===== src/rtl/core/assert_macros.svh =====
// assertion helpers shared by the rtl
`ifndef ASSERT_MACROS_SVH
`define ASSERT_MACROS_SVH

// property must hold at every clock edge outside reset
`define BSTS_ASSERT(lbl, clk, rstn, prop) \
  lbl: assert property (@(posedge clk) disable iff (!rstn) prop) \
    else $error("assertion failed");

// condition must never be true outside reset
`define BSTS_NEVER(lbl, clk, rstn, cond) \
  lbl: assert property (@(posedge clk) disable iff (!rstn) !(cond)) \
    else $error("forbidden condition seen");

`endif


===== src/rtl/core/bsts_pkg.sv =====
`default_nettype none

package bsts_pkg;

  // table geometry
  localparam int ROWS        = 64;
  localparam int ROW_WORDS   = 2;
  localparam int CHAR_BITS   = 8;
  localparam int ROW_POS     = ROW_WORDS * 32;
  localparam int QUERY_LEN   = 64;
  localparam int SEARCH_ROWS = (ROWS < 64) ? ROWS : 64;
  localparam int PLANE_W     = CHAR_BITS * ROW_POS;
  localparam int ROW_AW      = (ROWS > 1) ? $clog2(ROWS) : 1;
  localparam int SIDX_W      = (SEARCH_ROWS > 1) ? $clog2(SEARCH_ROWS) : 1;

  // stream payload widths
  localparam int IN_DATA_W  = 24;
  localparam int IN_USER_W  = 2;
  localparam int OUT_DATA_W = 8;

  // command queue between front and back
  localparam int QDEPTH = 4;
  localparam int QAW    = $clog2(QDEPTH);

  // function codes on the input tuser
  localparam logic [1:0] FUNC_STORE  = 2'd0;
  localparam logic [1:0] FUNC_QUERY  = 2'd1;
  localparam logic [1:0] FUNC_SEARCH = 2'd2;

  typedef enum logic [1:0] {
    OP_STORE,
    OP_QUERY,
    OP_SEARCH
  } op_e;

  typedef struct packed {
    op_e        op;
    logic [5:0] row;
    logic [5:0] position;
    logic [7:0] char_value;
  } cmd_t;

endpackage

`default_nettype wire


===== src/rtl/core/bsts_front.sv =====
`default_nettype none
`include "assert_macros.svh"

module bsts_front
  import bsts_pkg::*;
(
  input  wire                  clk_i,
  input  wire                  rst_ni,
  input  wire                  in_valid_i,
  output logic                 in_ready_o,
  input  wire [IN_DATA_W-1:0]  in_data_i,   // row, position, char_value
  input  wire [IN_USER_W-1:0]  in_user_i,   // func
  output logic                 cmd_valid_o,
  input  wire                  cmd_ready_i,
  output cmd_t                 cmd_o
);

  cmd_t             queue_q [QDEPTH];
  logic [QAW-1:0]   wr_ptr_q, wr_ptr_d;
  logic [QAW-1:0]   rd_ptr_q, rd_ptr_d;
  logic [QAW:0]     count_q, count_d;
  logic             full;
  logic             push;
  logic             pop;
  logic             keep;
  cmd_t             cmd_new;

  assign full       = (count_q == (QAW+1)'(QDEPTH));
  assign in_ready_o = !full;

  // classify the item; unused codes and stores outside the table are dropped
  always_comb begin
    cmd_new.row        = in_data_i[5:0];
    cmd_new.position   = in_data_i[11:6];
    cmd_new.char_value = in_data_i[19:12];
    cmd_new.op         = OP_STORE;
    keep               = 1'b0;
    case (in_user_i)
      FUNC_STORE: begin
        cmd_new.op = OP_STORE;
        keep       = (32'(in_data_i[5:0]) < ROWS) && (32'(in_data_i[11:6]) < ROW_POS);
      end
      FUNC_QUERY: begin
        cmd_new.op = OP_QUERY;
        keep       = 1'b1;
      end
      FUNC_SEARCH: begin
        cmd_new.op = OP_SEARCH;
        keep       = 1'b1;
      end
      default: begin
        keep = 1'b0;
      end
    endcase
  end

  assign push        = in_valid_i && in_ready_o && keep;
  assign cmd_valid_o = (count_q != '0);
  assign pop         = cmd_valid_o && cmd_ready_i;
  assign cmd_o       = queue_q[rd_ptr_q];

  // queue pointers
  always_comb begin
    wr_ptr_d = push ? wr_ptr_q + QAW'(1) : wr_ptr_q;
    rd_ptr_d = pop  ? rd_ptr_q + QAW'(1) : rd_ptr_q;
    count_d  = count_q + (QAW+1)'(push) - (QAW+1)'(pop);
  end

  always_ff @(posedge clk_i or negedge rst_ni) begin
    if (!rst_ni) begin
      wr_ptr_q <= '0;
      rd_ptr_q <= '0;
      count_q  <= '0;
    end else begin
      wr_ptr_q <= wr_ptr_d;
      rd_ptr_q <= rd_ptr_d;
      count_q  <= count_d;
    end
  end

  // queue storage
  always_ff @(posedge clk_i) begin
    if (push) begin
      queue_q[wr_ptr_q] <= cmd_new;
    end
  end

  `BSTS_ASSERT(a_count_le_depth, clk_i, rst_ni, count_q <= (QAW+1)'(QDEPTH))
  `BSTS_NEVER(a_push_when_full, clk_i, rst_ni, push && full)

endmodule

`default_nettype wire


===== config.mk =====
export PLATFORM = sky130hd
export DESIGN_NAME = bsts_front
export DESIGN_NICKNAME = d
export VERILOG_FILES = /design/src/rtl/core/bsts_pkg.sv /design/src/rtl/core/bsts_front.sv
export VERILOG_INCLUDE_DIRS = /design/src /design/src/rtl/core
export SDC_FILE = /design/constraint.sdc
export NUM_CORES = 1
export LEC_CHECK = 0
export BUFFER_PORTS_ARGS = -buffer_cell sky130_fd_sc_hd__buf_2
export CAP_MARGIN = 0
export CORE_ASPECT_RATIO = 1.1
export CORE_MARGIN = 4
export CORE_UTILIZATION = 56
export DETAILED_ROUTE_END_ITERATION = 10
export PLACE_DENSITY = 0.79
export SETUP_SLACK_MARGIN = 0.05
export SYNTH_ARGS = -nofsm -noshare
export SYNTH_HDL_FRONTEND = slang
export SYNTH_SLANG_ARGS = --single-unit

===== constraint.sdc =====
create_clock -name clk_i -period 3.2 [get_ports clk_i]
set_input_delay 0.64 -clock clk_i [delete_from_list [all_inputs] [get_ports clk_i]]
set_output_delay 0.64 -clock clk_i [all_outputs]
set_load 0.01 [all_outputs]

---- Word level (Yosys, flattened, before mapping) ----
Memories as Yosys holds them, arrays and structs flattened.
Cells that the tools add are included.
cells by class
  add/sub/neg operators ................... 4
  equality and inequality tests ........... 3
  multiplexer cells ....................... 4
  reduce and logical (&&, ||, !) cells .... 7
operators with widths
  cell                                                                    count
  2-bit by 1-bit adder with 2-bit output (second input constant)          2
  2-bit one-hot mux with 2 select lines                                   1
  3-bit by 1-bit adder with 3-bit output                                  1
  3-bit equality test (second input constant)                             1
  1-bit logical AND                                                       3
  1-bit two-way mux                                                       3
  3-bit nonzero test                                                      1
  3-bit OR reduction                                                      1
  3-bit by 1-bit subtractor with 3-bit output                             1
  2-bit by 1-bit equality test with 1-bit output (second input constant)  1
  2-bit equality test (second input constant)                             1
  2-bit zero test                                                         1
  1-bit zero test                                                         1
storage, ports and cells
  flip-flop bits (word level) ............. 7
  memory bits (writable) .................. 88
  input port bits ......................... 30
  output and inout port bits .............. 24
  logic and storage cells ................. 22
  memories kept ........................... 1
memory list
  name     depth  width  read ports  clocked after Yosys merged registers in  write ports  RTL line          RTL
  queue_q  4      22     1           0                                        1            bsts_front.sv:18  cmd_t queue_q [QDEPTH];

---- Longest topological paths before layout ----
Gate-level depths: netlist of run 1.
  depth in word-level cells ............... 6
  depth in mapped cells ................... 11
  mapped depth without buffers ............ 10

---- Worst setup path before layout of run 1 ----
OpenSTA, ideal clock, no wires.
  path kind ............................... flip-flop to flip-flop
  start point ............................. reg count_q[1]
  end point ............................... reg count_q[2]
  setup time .............................. 126 ps
  arrival ................................. 2,240 ps
  required time ........................... 3,074 ps
  slack ................................... 834 ps
  cell stages (with the launch flop) ...... 12
  path buffers ............................ 1
  period minus slack after synthesis ...... 2,366 ps
  cell sequence ........................... dfrtp_1 -> or3b_1 -> and3_1 -> buf_6 -> inv_1 -> ha_1 -> inv_1 -> ha_1 -> inv_1 -> fa_1 -> xnor2_1 -> xnor2_1
on the way
  longest elaborated chain between the ends .. 6
  elaborated cells between the ends (all ways) .. 8
  classes of those cells .................. add/sub (2); eq/ne (1); reduce/logical (5)
ends and longest elaborated chain
  element                                      RTL line          RTL
  start: declaration                           bsts_front.sv:21  logic [QAW:0] count_q, count_d;
  start signal: assignment                     bsts_front.sv:77  count_q <= count_d;
  3-bit equality test                          bsts_front.sv:28  assign full = (count_q == (QAW+1)'(QDEPTH));
  1-bit zero test                              bsts_front.sv:29  assign in_ready_o = !full;
  named net in_ready_o                         bsts_front.sv:10  output logic in_ready_o,
  1-bit logical AND (2 in series)              bsts_front.sv:57  assign push = in_valid_i && in_ready_o && keep;
  3-bit by 1-bit adder with 3-bit output       bsts_front.sv:66  count_d = count_q + (QAW+1)'(push) - (QAW+1)'(pop);
  3-bit by 1-bit subtractor with 3-bit output  bsts_front.sv:66
  named net count_d[2]                         bsts_front.sv:21
The timed path passes the listed nets, and every way through them passes these cells.
A chain may end at the register's enable or synchronous reset.

==> metrics.md, run 1 <==
| Metric | Value |
|---|---|
| Die height | `92.15 um` |
| Layout cells sized above 1 | `43.26%` |
| Via density | `5.342` |
| IO buf count | `49` |
| HP Class | `in -> async` |
| GRT Residual Overflow | `0` |
| Vias in the first global route | `1,781` |
| Placed cells | `279` |
| Multi-input gate area | `730.7 um^2` |
| TritonRoute pass-1 iters | `4` |
| FF+latch count, synth | `95` |
| Fin Hold WS | `112.5 ps` |
| Final min period | `2629 ps` |
| Critical path required time | `2560 ps` |
| Routed wire length | `5479 um` |
| Tot GR Track Use | `15.69%` |
| Die footprint | `7786 um^2` |
| Final nets | `247` |
| Final period util | `82.15%` |
| P_leak | `1.447 nW` |
| Reg2Reg Capture Point | `count_q[2]$_DFF_PN0_` |
| Mapped Cells | `154` |
| Worst-case clock buffer depth | `2` |
| FF-to-FF Start | `count_q[1]$_DFF_PN0_` |
| DRT iter0 DRCs | `68` |
| Max-slew violations | `0` |
| CTS buffer count | `9` |
| CTS root buffer | `clkbuf_8` |
| Clk slew on worst S/H paths | `90 ps` |
| Post-synthesis net count | `191` |
| # resized after CTS | `0` |
| GP Congestion | `0.7265` |
| Total of max-cap violations | `0` |
| Initial antenna violation count | `0` |
| Syn avg cell area | `23.41 um^2` |
| Critical path arrival | `1990 ps` |
| Largest net degree at the start of global routing | `24` |
| Die boundary width | `84.50 um` |
| Post-synthesis sequential area ratio | `78.17%` |
| Fmax | `0.3804 GHz` |
| Startpoint Class | `flop` |
| CP Capture Type | `primary output` |
| Diodes inserted | `0` |
| Mean routed wirelength per cell | `18.57 um` |
| Max transition margin | `29.52%` |
| Yosys warnings | `0` |
| Boundary pin count | `54` |
| Post-Layout Cell Count | `295` |
| R2R Setup Slk | `770 ps` |
| Endpoints failing setup | `0` |
| DP HPWL | `3691 um` |
| H-Tree Level Count | `3` |
| Least-Margin Pin Slew | `1057 ps` |
| Initial core utilization | `58.20%` |
| CORE AREA | `6193 um^2` |
| Crit path max fanout | `23` |
| Fillers | `417` |
| RSZ-0062 raised after global routing | `no` |
| Peak VDD IR | `0.0005042 V` |
| DRC viols | `0` |
| Vias | `1,576` |
| First-pass GRT wire length | `9011 um` |
| Final hold viol count | `0` |
| Setup tns final | `0 ps` |
| Detail Route Antenna Nets | `0` |
| Rows | `30` |
| Run status | `completed` |
| Critical path class | `reg -> out` |
| Cell Pwr Density | `834.3 nW/um^2` |
| Register area | `2818 um^2` |
| Post-CTS Setup Inserts | `0` |
| Post-synthesis cell type count | `21` |
| Layout area overhead | `14.20%` |
| Reg2reg path depth | `10` |
| Post-synth design cell area | `3605 um^2` |
| Worst clock skew | `8.099 ps` |
| Hold-fix buffers, CTS | `0` |
| CTS tree | `yes` |
| Clock Latency Late Sink | `350 ps` |
| # clock sinks | `95` |
-- flip-flops by register name, indices dropped and copies added (netlist names) --
name,cells
queue_q,88
count_q,3
rd_ptr_q,2
wr_ptr_q,2
-- critical path: stages (launching register included) --
cell	delay, ps
dfrtp_1	1050
mux4_2	430
buf_2	160
-- layer usage --
layer | share of wire, % | GRT usage (%)
met1 | 37 | 18.52
met2 | 56 | 27.55
met5 | 0 | 0
met3 | 4.9 | 2.965
met4 | 1.9 | 7.520
-- cell type report --
| type | instances | area share, % |
|---|---|---|
| multi-input combinational | 47 | 17.75 |
| tap | 80 | 2.432 |
| clock inverter | 7 | 1.185 |
| sequential | 95 | 68.45 |
| clock buffer | 9 | 3.009 |
| inverter | 6 | 0.5471 |
| timing repair buffer | 51 | 6.626 |
-- synthesized netlist by cell type, drive strengths merged --
library cell / count / share of area [%]
fa: 1 / 0.56
and3: 1 / 0.17
xnor2: 4 / 0.97
dfrtp: 7 / 4.9
or3b: 1 / 0.24
mux4: 22 / 14
and2: 4 / 0.80
inv: 6 / 0.62
buf: 5 / 0.83
nand2: 2 / 0.21
xor2: 1 / 0.24
nor2b: 2 / 0.35
o31a: 1 / 0.28
ha: 6 / 2.1
clkbuf: 1 / 0.10
or3: 1 / 0.21
mux2: 1 / 0.42
edfxtp: 88 / 73
-- layout by cell type (no fill, tap or decap), drive strengths merged --
master,n
nand2,2
buf,51
clkinv,4
ha,6
inv,7
and2,4
or3,1
mux4,22
or3b,1
xnor2,4
clkinvlp,2
xor2,1
edfxtp,88
and3,1
mux2,1
nor2b,2
o31a,1
fa,1
dfrtp,7
clkbuf,9
-- worst max-delay path by stage --
stage | slack, ps | cells after the start | to | start
3_3_place_gp | 770 | 11 | count_q[2]$_DFF_PN0_ | in_user_i[0]
5_1_grt | 470 | 2 | cmd_o[20] | rd_ptr_q[1]$_DFFE_PN0P_
2_1_floorplan | 830 | 11 | count_q[2]$_DFF_PN0_ | count_q[1]$_DFF_PN0_
6_report | 570 | 2 | cmd_o[20] | rd_ptr_q[1]$_DFFE_PN0P_
4_1_cts | 520 | 2 | cmd_o[20] | rd_ptr_q[1]$_DFFE_PN0P_
3_5_place_dp | 680 | 11 | count_q[2]$_DFF_PN0_ | in_user_i[0]
-- cells by family (layout without fill, tap and decap cells) --
family	count (synthesis)	count (layout)	share of synthesized area, %
flops	95	95	78.17
mux	23	23	14.16
simple gates	11	11	1.979
buf+inv	12	73	1.562
xor+xnor	5	5	1.215
compound gates	1	1	0.2777
fa+ha+maj	7	7	2.638
-- stage by stage --
stage | cell area (um^2) | total power, W | setup slack (ps) | utilization, %
6_report | 4116 | 0.003434 | 571.3 | 66.46
5_1_grt | 4116 | 0.003638 | 472.5 | 66.46
4_1_cts | 4116 | 0.003496 | 522.6 | 66.46
3_5_place_dp | 3944 | 0.002837 | 677.5 | 63.68
3_3_place_gp | 3944 | 0.002778 | 765.9 | 63.68
2_1_floorplan | 3605 | 0.002446 | 834.0 | -
-- power breakdown --
group | internal [W] | switching, W | total (W)
clock | 0.000282 | 0.000385 | 0.000667
sequential | 0.00160 | 0.000161 | 0.00176
combinational | 0.000541 | 0.000470 | 0.00101
total | 0.00242 | 0.00102 | 0.00343
Power figures use the tool's default switching activity.
==> run 2, diff against run 1 <==
- ABC_AREA: unset -> 1
- CORE_UTILIZATION: 56 -> 57
- clock period: 3.2 -> 2.8 ns (I/O delays scaled with it)
==> run 2 against run 1 <==
Against the previous run: clock power grew 21%; count of clock-buffer cells in the layout is the same; largest power group unchanged; utilization is 1.1 points higher; critical endpoint is now cmd_o[16]; non-clock buffer count rose by 10; largest cell class unchanged; final cell count increased by 58%; combinational power grew 59%; via count increased by 54%; clock skew down 1.4 ps; first-iteration DRC count rose to 3.5 times the previous value; global-route usage increased by 1.1 points.
==> metrics.md, run 2 <==
| Metric | Value |
|---|---|
| Slowest-stage cell, CP | `buf_4` |
| Max-slew violations | `0` |
| IO buf count | `49` |
| Critical path arrival | `1750 ps` |
| H-Tree Level Count | `3` |
| Largest register FFs | `88` |
| Fmax | `0.4338 GHz` |
| Largest net degree at the start of global routing | `53` |
| Most flops, register | `queue_q` |
| Fillers | `477` |
| Tot GR Track Use | `16.82%` |
| Vias | `2,432` |
| FF-to-FF Start | `count_q[1]$_DFF_PN0_` |
| Syn avg cell area | `12.46 um^2` |
| CTS root buffer | `clkbuf_8` |
| Mean routed wirelength per cell | `14.39 um` |
| Critical path required time | `2240 ps` |
| First-pass GRT wire length | `10,380 um` |
| Placed cells | `450` |
| Die height | `95.73 um` |
| # resized after CTS | `0` |
| Post-Layout Cell Count | `466` |
| Initial antenna violation count | `0` |
| M1 GR Usage | `20.36%` |
| Via density | `5.219` |
| CTS tree | `yes` |
| Clk slew on worst S/H paths | `90 ps` |
| Ys async rst share | `7.368%` |
| Mapped Cells | `320` |
| HP Class | `in -> async` |
| Gr busiest metal | `met2` |
| Post-synth top cells | `edfxtp_1 (88), nand2_1 (83), inv_1 (63), o211ai_1 (34)` |
| Rows | `31` |
| M3 GR Usage | `2.911%` |
| Delay of the slowest critical-path stage | `420 ps` |
| CTS buffer count | `9` |
| DP HPWL | `4436 um` |
| Startpoint Class | `flop` |
| Peak VDD IR | `0.0009557 V` |
| Cell Pwr Density | `949.6 nW/um^2` |
| Routed wire length | `6707 um` |
| Yosys warnings | `0` |
| Met2 GRT Util | `28.89%` |
| GP Congestion | `0.7357` |
| DRT iter0 DRCs | `240` |
| Final period util | `82.32%` |
| Post-synth top area share | `66.27%` |
| Post-synthesis sequential area ratio | `70.66%` |
| EDFF count, synth | `88` |
| Boundary pin count | `54` |
| Total of max-cap violations | `0` |
| Least-Margin Pin Slew | `503.7 ps` |
| Post-CTS Setup Inserts | `0` |
| Run status | `completed` |
| Die footprint | `8400 um^2` |
| Delay-heaviest family, CP | `buffers and inverters` |
| Initial core utilization | `59.43%` |
| Biggest registers after layout | `queue_q x88, count_q x3` |
| Finished layout cell area | `4536 um^2` |
| Worst Path Buf+Inv | `3` |
| Worst clock skew | `6.738 ps` |
| DRC viols | `0` |
| CP Capture Point | `cmd_o[16]` |
| Clock Latency Late Sink | `350 ps` |
| Detail Route Antenna Nets | `0` |
| Post-synthesis cell type count | `15` |
| Post-synth design cell area | `3988 um^2` |
| Worst-case clock buffer depth | `2` |
| Layout cells sized above 1 | `23.70%` |
| CP Capture Type | `primary output` |
| Max transition margin | `66.42%` |
| Commonest non-fill, non-tap cell in the layout | `edfxtp_1` |
| # clock sinks | `95` |
| Die boundary width | `87.75 um` |
| Vias in the first global route | `2,227` |
| Critical path class | `reg -> out` |
| Post-DP Area | `4355 um^2` |
| R2R Setup Slk | `650 ps` |
| Setup tns final | `0 ps` |
| Post-synthesis net count | `357` |
| Most frequent cells in the layout | `edfxtp_1 (88), nand2_1 (83), inv_1 (63)` |
| CORE AREA | `6710 um^2` |
| GRT Residual Overflow | `0` |
| Core Util, Final | `67.59%` |
| Most numerous cell in the Yosys netlist | `edfxtp_1` |
| FF+latch count, synth | `95` |
| Final min period | `2305 ps` |
| Hold-fix buffers, CTS | `0` |
| CP cell instances | `inv_2, buf_4, nand2_1, o211ai_1, nand2_1, buf_2` |
| Synth area leaders | `edfxtp_1 (66%), nand2_1 (7.8%), o211ai_1 (6.4%)` |
| P_leak | `1.949 nW` |
| Final hold viol count | `0` |
| Top_reg_cell synth | `edfxtp_1` |
| Critical path depth | `6` |
| Endpoints failing setup | `0` |
| Most common cell on crit path | `nand2_1` |
| Crit path max fanout | `52` |
| Diodes inserted | `0` |
| Yosys top cell by area | `edfxtp_1` |
| RSZ-0062 raised after global routing | `no` |
| TritonRoute pass-1 iters | `4` |
| Reg2Reg Capture Point | `count_q[2]$_DFF_PN0_` |
| Crit path from | `rd_ptr_q[0]$_DFFE_PN0P_` |
| Layout area overhead | `13.74%` |
| Reg2reg path depth | `10` |
| Final nets | `416` |
-- run 2: through the flow --
stage | total power, W | hold slack (ps) | setup slack, ps
floorplan | 0.003030 | 264.4 | 505.8
global placement | 0.003482 | 401.4 | 440.6
detailed placement | 0.003563 | 399.7 | 356.0
CTS | 0.004358 | 14.96 | 484.0
global route | 0.004602 | 16.66 | 332.0
finish | 0.004307 | 23.78 | 495.0
-- run 2: worst min-delay path by stage --
stage	slack [ps]	endpoint
after floorplan	260	count_q[0]$_DFF_PN0_
final	20	rd_ptr_q[0]$_DFFE_PN0P_
after detailed placement	400	rd_ptr_q[0]$_DFFE_PN0P_
after global routing	20	rd_ptr_q[0]$_DFFE_PN0P_
after global placement	400	rd_ptr_q[0]$_DFFE_PN0P_
after CTS	10	rd_ptr_q[0]$_DFFE_PN0P_
-- run 2: metal layers --
metal / part of all wire, % / vias up
li1: - / 1199
met1: 40 / 1156
met2: 52 / 67
met3: 6.5 / 10
met4: 1.6 / 0
met5: 0 / -
-- run 2: layout make-up --
cell class	count	area, um^2	share of cell area, %
repair buffers	61	335.3	7.393
clock buffers	9	123.9	2.731
clock inverters	7	56.30	1.241
well taps	82	102.6	2.262
multi-input cells	148	859.6	18.95
flip-flops and latches	95	2818	62.12
inverters	64	240.2	5.297
-- run 2: cell families (layout without fill, tap and decap cells) --
family / after synthesis / count (layout) / share of synthesized area (%)
adders and majority gates: 7 / 7 / 2.385
and+or+nand+nor: 96 / 96 / 9.256
DFF: 95 / 95 / 70.66
AOI/OAI and AO/OA: 45 / 45 / 9.664
buffers and inverters: 77 / 141 / 8.033
-- run 2: power by group --
group / total (W) / internal [W] / switching (W)
combinational: 0.00161 / 0.000573 / 0.00103
clock: 0.000804 / 0.000333 / 0.000471
sequential: 0.00190 / 0.00181 / 0.0000846
total: 0.00431 / 0.00272 / 0.00159
==> run 3, diff against run 2 <==
- ABC_AREA: 1 -> 0
- CORE_UTILIZATION: 57 -> 56
- clock period: 2.8 -> 2.3 ns (I/O delays scaled with it)
==> run 3 against run 2 <==
Against the previous run: sequential share of layout area is 3.5 points higher; first-iteration DRC count shrank 57%; cell area decreased by 5.2%; combinational power grew 11%; critical path depth is 4 higher; final cell count decreased by 34%; count of clock-buffer cells in the layout is the same; flip-flop and latch count unchanged.
==> metrics.md, run 3 (synthesis gave the netlist of run 1 again) <==
| Metric | Value |
|---|---|
| Tot GR Track Use | `17.62%` |
| Routed wire length | `6220 um` |
| Delay-heaviest family, CP | `adder cells` |
| Worst-case clock buffer depth | `2` |
| Total of max-cap violations | `0` |
| Final period util | `95.60%` |
| DRC viols | `0` |
| Endpoints failing setup | `0` |
| Worst clock skew | `13.79 ps` |
| Fin Hold WS | `312.6 ps` |
| Die boundary width | `84.50 um` |
| Initial core utilization | `58.20%` |
| DRT iter0 DRCs | `103` |
| Mean routed wirelength per cell | `20.26 um` |
| Startpoint Class | `flop` |
| Critical path required time | `2540 ps` |
| Biggest registers after layout | `queue_q x88, count_q x3` |
| GRT Residual Overflow | `0` |
| Diodes inserted | `0` |
| Critical path arrival | `2440 ps` |
| Most flops, register | `queue_q` |
| Final hold viol count | `0` |
| Final min period | `2199 ps` |
| Clk slew on worst S/H paths | `100 ps` |
| Die height | `92.15 um` |
| Slowest-stage cell, CP | `dfrtp_1` |
| Reg2reg path depth | `10` |
| Layout cells sized above 1 | `51.10%` |
| Hold depth | `1` |
| Peak VDD IR | `0.0006289 V` |
| Largest register FFs | `88` |
| Detail Route Antenna Nets | `0` |
| Largest net degree at the start of global routing | `23` |
| FF-to-FF Start | `count_q[1]$_DFF_PN0_` |
| IO buf count | `49` |
| PnR worst setup slack | `101.2 ps` |
| Commonest non-fill, non-tap cell in the layout | `edfxtp_1` |
| Most frequent cells in the layout | `edfxtp_1 (88), buf_2 (49), mux4_2 (22)` |
| Placed cells | `284` |
| Hold path start | `in_data_i[3]` |
| Worst Path Buf+Inv | `3` |
| Final nets | `259` |
| CTS root buffer | `clkbuf_8` |
| Setup tns final | `0 ps` |
| Clock Latency Late Sink | `360 ps` |
| Critical path class | `reg -> reg` |
| RSZ-0062 raised after global routing | `no` |
| Boundary pin count | `54` |
| Max transition margin | `27.07%` |
| Initial antenna violation count | `0` |
| DP HPWL | `4040 um` |
| Most common cell on crit path | `inv_2` |
| First-pass GRT wire length | `9860 um` |
| Reg2Reg Capture Point | `count_q[2]$_DFF_PN0_` |
| Vias in the first global route | `1,897` |
| Hold Path Sink | `queue_q[0][17]$_DFFE_PP_` |
| Cell Pwr Density | `1221 nW/um^2` |
| GP Congestion | `0.7750` |
| Post-Layout Cell Count | `307` |
| Fmax | `0.4548 GHz` |
| TritonRoute pass-1 iters | `4` |
| HP Class | `in -> reg` |
| Vias | `1,694` |
| Run status | `completed` |
| Setup WS pre-CTS | `54.02 ps` |
| CTS buffer count | `9` |
| Max-slew violations | `0` |
| # clock sinks | `95` |
| Delay of the slowest critical-path stage | `400 ps` |
| CORE AREA | `6193 um^2` |
| H-Tree Level Count | `3` |
| Layout area overhead | `19.23%` |
| Least-Margin Pin Slew | `1094 ps` |
| Rows | `30` |
| CTS tree | `yes` |
| CP Capture Type | `flop` |
| Core Util, Final | `69.39%` |
| Die footprint | `7786 um^2` |
| CP cell instances | `or3b_4, and3_4, inv_2, ha_4, inv_2, ha_4, inv_2, fa_2, xnor2_2, xnor2_1` |
| Via density | `5.518` |
| R2R Setup Slk | `100 ps` |
| Crit path max fanout | `4` |
| P_leak | `1.528 nW` |
## run 3: cell count changes in the layout (fill, tap and decap cells not counted), sizes merged, moves of 2 or more
cell    previous run  this run
and2               0         4
inv               67         9
mux4               0        22
nand2             83         2
nand3              7         0
nor2               6         0
nor2b              0         2
o211ai            44         0
xnor2              0         4
## run 3: how the worst max path moves through the flow
stage,to,slack [ps],from,cells after the start
2_1_floorplan,count_q[2]$_DFF_PN0_,1,count_q[1]$_DFF_PN0_,11
3_3_place_gp,count_q[2]$_DFF_PN0_,150,count_q[2]$_DFF_PN0_,10
3_5_place_dp,count_q[2]$_DFF_PN0_,50,count_q[2]$_DFF_PN0_,10
4_1_cts,count_q[2]$_DFF_PN0_,70,count_q[1]$_DFF_PN0_,10
5_1_grt,count_q[2]$_DFF_PN0_,50,count_q[1]$_DFF_PN0_,10
6_report,count_q[2]$_DFF_PN0_,100,count_q[1]$_DFF_PN0_,10
## run 3: area by class of cell
class                   count  area [um^2]
flip-flops and latches     95         2819
multi-input cells          47        773.2
clock inverters             7        90.09
well taps                  80        100.1
inverters                   6        22.52
clock buffers               9        123.9
fillers                   398         1896
repair buffers             63        369.1
## run 3: worst reg2reg max path: cells and delay by family (launching register included)
kind | cells | cell delay (ps)
adder cells (fa/ha/maj) | 3 | 660
AND/OR/NAND/NOR | 2 | 580
flip-flops | 1 | 400
XOR/XNOR | 2 | 270
buffers and inverters | 3 | 160
## run 3: where the power goes
group          switching [W]  total, W  internal, W
clock               0.000594   0.00112     0.000526
combinational       0.000860   0.00178     0.000922
sequential          0.000119   0.00235      0.00223
## run 3: stage by stage
step           total power [W]  cell area, um^2
6_report              0.005248             4298
5_1_grt               0.005526             4298
4_1_cts               0.005316             4294
3_5_place_dp          0.004120             4025
3_3_place_gp          0.003992             4025
2_1_floorplan         0.003469             3647
## run 3: layer usage
metal	track usage, %	part of all wire [%]
met5	0	0
met2	31.14	56
met1	19.26	37
met4	8.443	2.4
met3	5.211	5.3
## run 3: what timing repair did
action,4_1_cts,5_1_grt
resized for setup,0,1
hold endpoints to repair,7,0
endpoints found under the setup margin,17,3
buffers inserted,6,0
hold buffers,1,0
pin swaps,1,2
